===== src/hdl/assert_macros.svh =====
// assertion macros shared by the noise gate modules
`ifndef ASSERT_MACROS_SVH
`define ASSERT_MACROS_SVH

// same-cycle implication, checked out of reset
`define ASSERT_IMPL(label, clk, rst_n, ante, cons) \
    label: assert property (@(posedge clk) disable iff (!(rst_n)) (ante) |-> (cons)) \
        else $error("implication check failed");

// next-cycle implication, checked out of reset
`define ASSERT_NEXT(label, clk, rst_n, ante, cons) \
    label: assert property (@(posedge clk) disable iff (!(rst_n)) (ante) |=> (cons)) \
        else $error("next-cycle check failed");

`endif


===== src/hdl/ang_pkg.sv =====
// types and constants of the noise gate
`default_nettype none

package ang_pkg;

    localparam int SAMPLE_W   = 24;
    localparam int GAIN_W     = 17;
    localparam int COEFF_W    = 16;
    localparam int THRESH_W   = 24;
    localparam int HOLD_W     = 23;
    localparam int COUNT_W    = 24;
    localparam int CFG_IDX_W  = 8;
    localparam int CFG_DATA_W = 24;
    localparam int SPROD_W    = COEFF_W + GAIN_W;
    localparam int OPROD_W    = SAMPLE_W + GAIN_W + 1;

    localparam logic [GAIN_W-1:0]  GAIN_ONE  = 17'h10000;
    localparam logic [COUNT_W-1:0] COUNT_MAX = 24'hFFFFFF;

    // configuration register indexes
    localparam logic [CFG_IDX_W-1:0] CFG_THRESHOLD     = 8'd0;
    localparam logic [CFG_IDX_W-1:0] CFG_ATTACK_COEFF  = 8'd1;
    localparam logic [CFG_IDX_W-1:0] CFG_RELEASE_COEFF = 8'd2;
    localparam logic [CFG_IDX_W-1:0] CFG_HOLD_SAMPLES  = 8'd3;

    // commands from the controller to the datapath
    typedef struct packed {
        logic load;
        logic mult;
        logic update;
        logic emit;
    } t_dp_cmd;

endpackage

`default_nettype wire


===== src/hdl/ang_datapath.sv =====
// datapath: configuration registers, gain and hold state, multipliers, output register
`default_nettype none
`include "assert_macros.svh"

module ang_datapath (
    input  wire                                  i_clk,
    input  wire                                  i_rst_n,
    input  wire ang_pkg::t_dp_cmd                i_cmd,
    input  wire signed [ang_pkg::SAMPLE_W-1:0]   i_sample_in,
    input  wire                                  i_cfg_valid,
    input  wire        [ang_pkg::CFG_IDX_W-1:0]  i_cfg_index,
    input  wire        [ang_pkg::CFG_DATA_W-1:0] i_cfg_data,
    output logic                                 o_cfg_ready,
    output logic signed [ang_pkg::SAMPLE_W-1:0]  o_sample_out,
    output logic       [ang_pkg::GAIN_W-1:0]     o_gain_now
);

    typedef enum logic [1:0] {
        M_HOLD,
        M_ATTACK,
        M_RELEASE
    } t_mode;

    logic        [ang_pkg::THRESH_W-1:0] r_threshold;
    logic        [ang_pkg::COEFF_W-1:0]  r_attack_coeff;
    logic        [ang_pkg::COEFF_W-1:0]  r_release_coeff;
    logic        [ang_pkg::HOLD_W-1:0]   r_hold_samples;

    logic        [ang_pkg::GAIN_W-1:0]   r_gain;
    logic        [ang_pkg::COUNT_W-1:0]  r_hold_count;

    logic signed [ang_pkg::SAMPLE_W-1:0] r_sample;
    logic        [ang_pkg::COEFF_W-1:0]  r_coeff;
    logic                                r_open;
    t_mode                               r_mode;
    logic        [ang_pkg::SPROD_W-1:0]  r_prod;

    logic        [ang_pkg::SAMPLE_W-1:0] w_mag;
    logic                                w_open;
    logic                                w_attack;
    t_mode                               w_mode;
    logic        [ang_pkg::GAIN_W-1:0]   w_gain_new;
    logic        [ang_pkg::GAIN_W-1:0]   w_offset;
    logic signed [ang_pkg::OPROD_W-1:0]  w_out_prod;

    assign o_cfg_ready = 1'b1;

    // full-scale negative maps to 2^23, which still fits unsigned
    assign w_mag    = i_sample_in[ang_pkg::SAMPLE_W-1]
                    ? (~i_sample_in + 24'd1) : i_sample_in;
    assign w_open   = (w_mag >= r_threshold);
    assign w_attack = !w_open || (r_gain == ang_pkg::GAIN_ONE);

    always_comb begin
        if (!w_attack) begin
            w_mode = M_RELEASE;
        end else if (r_hold_count > {1'b0, r_hold_samples}) begin
            w_mode = M_ATTACK;
        end else begin
            w_mode = M_HOLD;
        end
    end

    // smoothing with target 1.0 adds (1 - c) exactly
    assign w_offset   = r_open ? (ang_pkg::GAIN_ONE - {1'b0, r_coeff}) : '0;
    assign w_gain_new = r_prod[ang_pkg::SPROD_W-1:16] + w_offset;

    assign w_out_prod =
        $signed({{(ang_pkg::OPROD_W-ang_pkg::SAMPLE_W){r_sample[ang_pkg::SAMPLE_W-1]}},
                 r_sample})
        * $signed({{(ang_pkg::OPROD_W-ang_pkg::GAIN_W){1'b0}}, r_gain});

    always_ff @(posedge i_clk) begin
        if (!i_rst_n) begin
            r_threshold     <= '0;
            r_attack_coeff  <= '0;
            r_release_coeff <= '0;
            r_hold_samples  <= '0;
        end else if (i_cfg_valid && o_cfg_ready) begin
            case (i_cfg_index)
                ang_pkg::CFG_THRESHOLD:     r_threshold     <= i_cfg_data[23:0];
                ang_pkg::CFG_ATTACK_COEFF:  r_attack_coeff  <= i_cfg_data[15:0];
                ang_pkg::CFG_RELEASE_COEFF: r_release_coeff <= i_cfg_data[15:0];
                ang_pkg::CFG_HOLD_SAMPLES:  r_hold_samples  <= i_cfg_data[22:0];
                default: ;
            endcase
        end
    end

    always_ff @(posedge i_clk) begin
        if (!i_rst_n) begin
            r_gain       <= '0;
            r_hold_count <= '0;
        end else if (i_cmd.update) begin
            case (r_mode)
                M_ATTACK: begin
                    r_gain <= w_gain_new;
                end
                M_RELEASE: begin
                    r_gain       <= w_gain_new;
                    r_hold_count <= '0;
                end
                M_HOLD: begin
                    if (r_hold_count != ang_pkg::COUNT_MAX) begin
                        r_hold_count <= r_hold_count + 24'd1;
                    end
                end
                default: ;
            endcase
        end
    end

    always_ff @(posedge i_clk) begin
        if (i_cmd.load) begin
            r_sample <= i_sample_in;
            r_open   <= w_open;
            r_mode   <= w_mode;
            r_coeff  <= (w_mode == M_RELEASE) ? r_release_coeff : r_attack_coeff;
        end
        if (i_cmd.mult) begin
            r_prod <= {{ang_pkg::GAIN_W{1'b0}}, r_coeff} * {{ang_pkg::COEFF_W{1'b0}}, r_gain};
        end
        if (i_cmd.emit) begin
            o_sample_out <= w_out_prod[39:16];
            o_gain_now   <= r_gain;
        end
    end

    `ASSERT_IMPL(a_gain_range, i_clk, i_rst_n, 1'b1, r_gain <= ang_pkg::GAIN_ONE)
    `ASSERT_NEXT(a_release_clears, i_clk, i_rst_n, i_cmd.update && r_mode == M_RELEASE, r_hold_count == '0)
    `ASSERT_NEXT(a_hold_keeps_gain, i_clk, i_rst_n, i_cmd.update && r_mode == M_HOLD, $stable(r_gain))

endmodule

`default_nettype wire


===== src/hdl/ang_ctrl.sv =====
// controller: sequences load, smoothing multiply, gain update and output
`default_nettype none
`include "assert_macros.svh"

module ang_ctrl (
    input  wire               i_clk,
    input  wire               i_rst_n,
    input  wire               i_in_valid,
    output logic              o_in_ready,
    output logic              o_out_valid,
    input  wire               i_out_ready,
    output ang_pkg::t_dp_cmd  o_cmd
);

    typedef enum logic [1:0] {
        S_IDLE,
        S_MULT,
        S_UPDATE,
        S_OUTPUT
    } t_state;

    t_state r_state;
    t_state n_state;
    logic   r_out_valid;
    logic   n_out_valid;

    assign o_in_ready  = (r_state == S_IDLE);
    assign o_out_valid = r_out_valid;

    always_comb begin
        o_cmd.load   = (r_state == S_IDLE) && i_in_valid;
        o_cmd.mult   = (r_state == S_MULT);
        o_cmd.update = (r_state == S_UPDATE);
        // result register must be empty or draining this cycle
        o_cmd.emit   = (r_state == S_OUTPUT) && (!r_out_valid || i_out_ready);
    end

    always_comb begin
        n_state = r_state;
        case (r_state)
            S_IDLE:   if (o_cmd.load) n_state = S_MULT;
            S_MULT:   n_state = S_UPDATE;
            S_UPDATE: n_state = S_OUTPUT;
            S_OUTPUT: if (o_cmd.emit) n_state = S_IDLE;
            default:  n_state = S_IDLE;
        endcase
        if (o_cmd.emit) begin
            n_out_valid = 1'b1;
        end else if (i_out_ready) begin
            n_out_valid = 1'b0;
        end else begin
            n_out_valid = r_out_valid;
        end
    end

    always_ff @(posedge i_clk) begin
        if (!i_rst_n) begin
            r_state     <= S_IDLE;
            r_out_valid <= 1'b0;
        end else begin
            r_state     <= n_state;
            r_out_valid <= n_out_valid;
        end
    end

    `ASSERT_IMPL(a_emit_free, i_clk, i_rst_n, o_cmd.emit, !r_out_valid || i_out_ready)
    `ASSERT_NEXT(a_load_starts, i_clk, i_rst_n, i_in_valid && o_in_ready, r_state == S_MULT)
    `ASSERT_NEXT(a_emit_valid, i_clk, i_rst_n, o_cmd.emit, r_out_valid && r_state == S_IDLE)

endmodule

`default_nettype wire


===== src/hdl/audio_noise_gate_unit.sv =====
// top level of the audio noise gate
`default_nettype none

// Noise gate with hold, attack and release smoothing. A sample is accepted
// only while the gate is idle; it then passes through accept and gate
// decision, smoothing multiply, gain and hold update and output multiply,
// and no new sample is taken before the last one has written its result.
// The two dependent multiplies, coefficient by gain and sample by new gain,
// set that order of steps. The result register lets a new sample
// be accepted while the previous result still waits. Configuration writes
// are always accepted and are meant to happen while no sample is in flight.
// Register indexes: 0 threshold, 1 attack coefficient, 2 release
// coefficient, 3 hold length; other indexes are ignored.

module audio_noise_gate_unit (
    input  wire                                  i_clk,
    input  wire                                  i_rst_n,
    input  wire                                  i_in_valid,
    output logic                                 o_in_ready,
    input  wire signed [ang_pkg::SAMPLE_W-1:0]   i_sample_in,
    output logic                                 o_out_valid,
    input  wire                                  i_out_ready,
    output logic signed [ang_pkg::SAMPLE_W-1:0]  o_sample_out,
    output logic       [ang_pkg::GAIN_W-1:0]     o_gain_now,
    input  wire                                  i_cfg_valid,
    output logic                                 o_cfg_ready,
    input  wire        [ang_pkg::CFG_IDX_W-1:0]  i_cfg_index,
    input  wire        [ang_pkg::CFG_DATA_W-1:0] i_cfg_data
);

    ang_pkg::t_dp_cmd w_cmd;

    ang_ctrl u_ctrl (
        .i_clk       (i_clk),
        .i_rst_n     (i_rst_n),
        .i_in_valid  (i_in_valid),
        .o_in_ready  (o_in_ready),
        .o_out_valid (o_out_valid),
        .i_out_ready (i_out_ready),
        .o_cmd       (w_cmd)
    );

    ang_datapath u_datapath (
        .i_clk        (i_clk),
        .i_rst_n      (i_rst_n),
        .i_cmd        (w_cmd),
        .i_sample_in  (i_sample_in),
        .i_cfg_valid  (i_cfg_valid),
        .i_cfg_index  (i_cfg_index),
        .i_cfg_data   (i_cfg_data),
        .o_cfg_ready  (o_cfg_ready),
        .o_sample_out (o_sample_out),
        .o_gain_now   (o_gain_now)
    );

endmodule

`default_nettype wire


===== config.mk =====
export PLATFORM = sky130hd
export DESIGN_NAME = audio_noise_gate_unit
export DESIGN_NICKNAME = d
export VERILOG_FILES = /design/src/hdl/ang_pkg.sv /design/src/hdl/ang_datapath.sv /design/src/hdl/ang_ctrl.sv /design/src/hdl/audio_noise_gate_unit.sv
export VERILOG_INCLUDE_DIRS = /design/src /design/src/hdl
export SDC_FILE = /design/constraint.sdc
export NUM_CORES = 2
export LEC_CHECK = 0
export BUFFER_PORTS_ARGS = -buffer_cell sky130_fd_sc_hd__buf_2
export CAP_MARGIN = 20
export CORE_ASPECT_RATIO = 1.1
export CORE_UTILIZATION = 60
export CTS_CLUSTER_SIZE = 40
export DETAILED_ROUTE_END_ITERATION = 8
export PLACE_DENSITY_LB_ADDON = 0.2
export SYNTH_ARGS = -nofsm -noshare
export SYNTH_HDL_FRONTEND = slang
export SYNTH_SLANG_ARGS = --single-unit

===== constraint.sdc =====
create_clock -name i_clk -period 17.8 [get_ports i_clk]
set_input_delay 1.78 -clock i_clk [delete_from_list [all_inputs] [get_ports i_clk]]
set_output_delay 1.78 -clock i_clk [all_outputs]
set_load 0.02 [all_outputs]

### Yosys cells after proc, flatten, opt, wreduce, memory -nomap -nowiden

Cells that the tools add are included.

* register bits: 240

* add/sub/neg operators: 4
* multiply operators: 2
* $lt $le $gt $ge: 2
* equal/unequal tests: 14
* multiplexer cells: 12
* bitwise gates (word level): 1
* reduce and logical (&&, ||, !) cells: 19

Operators by type and width (count)
* adder 24 x 1 -> 24 bit, second input constant: 2
* two-way mux 24 bit: 2
* one-hot mux 24 bit (2 select lines): 1
* multiplier 24 x 18 -> 40 bit: 1
* multiplier 16 x 17 -> 33 bit: 1
* >= comparator 24 bit: 1
* greater-than comparator 24 x 23 -> 1 bit: 1
* inequality test 24 bit, second input constant: 1
* inverter 24 bit: 1
* adder 17 bit: 1
* equality test 17 bit, second input constant: 1
* two-way mux 17 bit: 1
* subtractor 17 x 16 -> 17 bit, first input constant: 1
* equality test 8 x 2 -> 1 bit, second input constant: 2
* two-way mux 16 bit: 1
* AND reduction 2 bit: 6
* equality test 2 bit, second input constant: 4
* equality test 8 x 1 -> 1 bit, second input constant: 1
* logical NOT 8 bit: 1
* one-hot mux 2 bit (4 select lines): 1
* two-way mux 2 bit: 3
* inequality test 2 x 1 -> 1 bit, second input constant: 3
* equality test 2 x 1 -> 1 bit, second input constant: 2
* logical NOT 2 bit: 2
* other kinds (7): 13

### Depth between registers and ports, before layout

* word-level depth: 9
* depth in mapped cells: 25
* mapped depth without buffers: 24

### Modules after synthesis

A second synthesis with hierarchy kept.

* cell total of the unflattened synthesis: 3584
* area total of the unflattened synthesis: 33036.7 um^2

Modules (own cells, without submodules)
* ang_datapath: instances 1, cells an instance 3562, area each 32827.7 um^2, sequential area each 5435.2 um^2
* ang_ctrl: instances 1, cells an instance 22, area each 209.0 um^2, sequential area each 60.1 um^2

### Worst setup path before layout

No wires, ideal clock.

* path type: register -> register
* start point: register u_datapath.r_gain[9] (netlist name)
* end point: register u_datapath.o_sample_out[23] (netlist name), data pin
* setup time: 0.260 ns
* arrival: 6.141 ns
* required time: 17.540 ns
* path slack: 11.399 ns
* stages on the path, launching flop included: 24
* buffers on the path: 2
* cell sequence: dfxtp_1 -> clkbuf_1 -> clkbuf_1 -> nand2_1 -> fa_1 -> inv_1 -> fa_1 -> inv_1 -> fa_1 -> inv_1 -> fa_1 -> fa_1 -> fa_1 -> ha_1 -> a21o_1 -> a21oi_1 -> o21bai_1 -> a221oi_1 -> o41ai_1 -> a21o_1 -> or4_4 -> a31o_2 -> a31oi_1 -> xnor2_1

* cells in the longest elaborated chain, start to end: 1

Ends and longest elaborated chain
* start: declaration: RTL line ang_datapath.sv:29 `logic [ang_pkg::GAIN_W-1:0] r_gain;`
* start signal: assignment: RTL line ang_datapath.sv:97 `r_gain <= w_gain_new;`
* start signal: assignment: RTL line ang_datapath.sv:100 `r_gain <= w_gain_new;`
* multiplier 24 x 18 -> 40 bit: RTL line ang_datapath.sv:71 `* $signed({{(ang_pkg::OPROD_W-ang_pkg::GAIN_W){1'b0}}, r_gain});`
* net u_datapath.w_out_prod, one bit: RTL line ang_datapath.sv:44 `logic signed [ang_pkg::OPROD_W-1:0] w_out_prod;`
* end signal: assignment: RTL line ang_datapath.sv:124 `o_sample_out <= w_out_prod[39:16];`
* end: declaration: RTL line ang_datapath.sv:14 `output logic signed [ang_pkg::SAMPLE_W-1:0] o_sample_out,`

The timed path passes the listed nets, and every way through them passes these cells.
A chain may end at the register's enable or synchronous reset.

### Worst setup path in the final report

* start point: register u_datapath.r_gain[13] (netlist name)
* end point: register u_datapath.o_sample_out[23] (netlist name), data pin

Same word-level chain as after synthesis.

==> metrics.yaml <==
clocking:
  cts_root_buffer: "clkbuf_16"
  htree_levels: 1
  cts_sinks: 224
  clockBufferDepth: 3
  cts_resized: 0
  cts_tree: "built"
  cts_buffers: 27
  cts_setup_buffers: 0
  path_clk_slew_ns: 0.07
  holdBufCountCts: 0
  insertion_delay_ns: 0.59
logic_synthesis:
  synth-seq-cells: 224
  synth_area_leader_cell: "fa_1"
  yosys_warnings: 0
  synth.yosys.seq_area_share_pct: 16.7
  syn_nets: 4425
  synthDominantCellAreaShare_pct: 36.3
  async_flop_share_pct: 0
  yosysMostFrequentCell: "inv_1"
  syn_avg_cell_area_sq_um: 9.38
  yosysUniqueCellTypes: 73
  synth-main-ff-cell: "dfxtp_1"
  yosys-top-cells-area: "fa_1, ha_1, edfxtp_1"
  synth_edf_count: 101
  syn_inst: 3501
  yosys-top-cells-count: "inv_1, fa_1, nand2_1"
  syn_area_sq_mm: 0.0329
die:
  num_rows: 89
  fp.dieArea_sq_mm: 0.0557
  core_sq_mm: 0.0539
  start_util_pct: 61.0
  die_w_um: 225
  die_h_um: 247
  io_pins: 105
cells_and_area:
  diodes: 0
  area_growth_pct: 6.08
  num-nets-final: 4417
  drive_gt1_share_pct: 6.26
critical_path:
  cp.arrival_ns: 7.52
  worstSetupEndpointType: "register"
  crit_fanout: 38
  crit_type: "reg2reg"
  critPathRequiredTime_ns: 18.14
  startpoint_type: "register"
timing:
  drv_slew: 0
  fin_setup_tns_ns: 0
  finalSetupViolations: 0
  relSlewSlack_pct: 25.9
  finalClockSkew_ns: 0.0166
  fin_crit_sh_pct: 40.3
  fmax_ghz: 0.139
  tightestPinTransition_ns: 1.11
  hold_violations: 0
  rsz0062_at_grt: "false"
  fin_crit_ns: 7.18
grt:
  grt_use_total_pct: 30.0
  overflow: 0
  grt_max_degree: 65
  antenna_found_initial: 2
  grt_pass1_vias: 26100
  grt_pass1_wl_um: 131000
hold_path:
  min_path_type: "reg2reg"
flow_run:
  drv_cap: 0
route:
  vias: 23500
  first_pass_iters: 5
  dr.first_iter.drc_count: 1359
  wl_per_cell_um: 18.7
  routed_wl_um: 79300
  drc: 0
  antenna_left: 0
  vias_per_cell: 5.54
power:
  p_leak_nw: 17.1
  p_per_area_mw_per_mm2: 112
  worst_ir_drop_vdd_v: 0.0000975
  p_total_mw: 3.92
placement:
  io_buffers: 103
  gp_congestion: 0.905
  place_hpwl_um: 59400
outcome:
  status: "complete, no violations"
==> layer usage <==
metal	global-route usage [%]	vias to the layer above	routed length (um)
met3	3.05	198	4550
met4	12.4	4	3370
met2	53.8	769	39900
li1	-	10600	-
met5	0	-	24
met1	37.1	12000	31400
==> worst paths after layout <==
| kind | start | endpoint | slack [ns] | cells past startpoint |
|---|---|---|---|---|
| max | u_datapath.r_gain[13]$_SDFFE_PN0P_ | u_datapath.o_sample_out[23]$_DFFE_PP_ | 10.62 | 21 |
| min | u_datapath.r_hold_samples[8]$_SDFFE_PN0P_ | u_datapath.r_hold_samples[8]$_SDFFE_PN0P_ | 0.47 | 2 |
| max reg2reg | u_datapath.r_gain[13]$_SDFFE_PN0P_ | u_datapath.o_sample_out[23]$_DFFE_PP_ | 10.62 | 21 |
| min reg2reg | u_datapath.r_hold_samples[8]$_SDFFE_PN0P_ | u_datapath.r_hold_samples[8]$_SDFFE_PN0P_ | 0.47 | 2 |
==> logic make-up (layout without fill, tap and decap cells) <==
kind of cell | after synthesis | in the layout | synth area share [%]
AO/OA/AOI/OAI | 275 | 275 | 5.67
XOR/XNOR | 111 | 111 | 2.96
adder cells (fa/ha/maj) | 863 | 863 | 46.5
buffers and inverters | 896 | 909 | 10.3
flip-flops | 224 | 224 | 16.7
multiplexers | 49 | 49 | 1.55
other | 1 | 1 | 0.0114
AND/OR/NAND/NOR | 1082 | 1082 | 16.3
==> final cells by class <==
class	count	area, sq um
inverters	727	2730
clock buffers	32	757
flip-flops and latches	224	5500
multi-input cells	2381	24000
clock inverters	18	215
fillers	4542	19000
well taps	728	911
repair buffers	132	751
==> sequential cells by signal (all words and copies together), names as in the netlist, 17 cells and up <==
name,count
u_datapath.r_threshold,24
u_datapath.r_sample,24
u_datapath.r_hold_samples,23
u_datapath.r_prod,17
u_datapath.o_sample_out,24
u_datapath.o_gain_now,17
u_datapath.r_hold_count,24
u_datapath.r_gain,17
==> worst max-delay path: stages, from the launching register on <==
cell	delay [ns]
dfxtp_1	0.49
buf_4	0.56
nand2_1	0.15
fa_1	0.54
inv_1	0.06
fa_1	0.57
fa_1	0.45
fa_1	0.48
fa_1	0.52
fa_1	0.43
ha_1	0.36
a21o_1	0.18
a21oi_1	0.16
o31ai_1	0.10
a221oi_1	0.31
o41ai_1	0.12
clkbuf_2	0.17
a21o_1	0.25
or4_4	0.46
a31o_2	0.27
a31oi_1	0.19
xnor2_1	0.08
==> metrics by stage <==
stage	setup slack [ns]	instance area, sq um	cells	hold WS [ns]	util (%)
final	10.62	34900	4242	0.466	64.7
after CTS	10.50	34800	4239	0.467	64.6
after detailed placement	10.51	33800	4189	0.458	62.8
after global placement	10.70	33800	4189	0.456	62.8
after floorplan	11.40	32900	3501	0.406	-
after global routing	10.30	34900	4242	0.477	64.7
==> cells in the final DEF, fill, tap and decap left out, types with 9 or more instances in the layout <==
master | Yosys | layout
mux2_2 | 16 | 16
nor2_1 | 55 | 55
xnor2_1 | 75 | 75
inv_1 | 727 | 727
edfxtp_1 | 101 | 101
and2_1 | 329 | 328
fa_1 | 595 | 595
dfxtp_1 | 123 | 123
a21boi_0 | 52 | 52
a21o_1 | 30 | 30
nand2b_1 | 20 | 20
o31ai_1 | 9 | 9
nand4_1 | 20 | 20
o21ai_0 | 61 | 60
o21a_1 | 17 | 17
nor3_1 | 10 | 10
nand3_1 | 29 | 29
a21oi_1 | 52 | 52
ha_1 | 268 | 268
nand2_1 | 510 | 510
nor2b_1 | 46 | 45
buf_4 | 1 | 26
or3_1 | 17 | 17
clkbuf_16 | 0 | 29
and3_1 | 11 | 11
xor2_1 | 36 | 36
buf_2 | 6 | 103
mux2i_1 | 33 | 33
==> where the power goes <==
part | switching [mW] | internal [mW] | total, mW
Sequential | 0.158 | 0.683 | 0.841
Clock | 0.248 | 0.353 | 0.601
Combinational | 1.49 | 0.987 | 2.48
No activity file was read; power rests on OpenSTA's default activity.
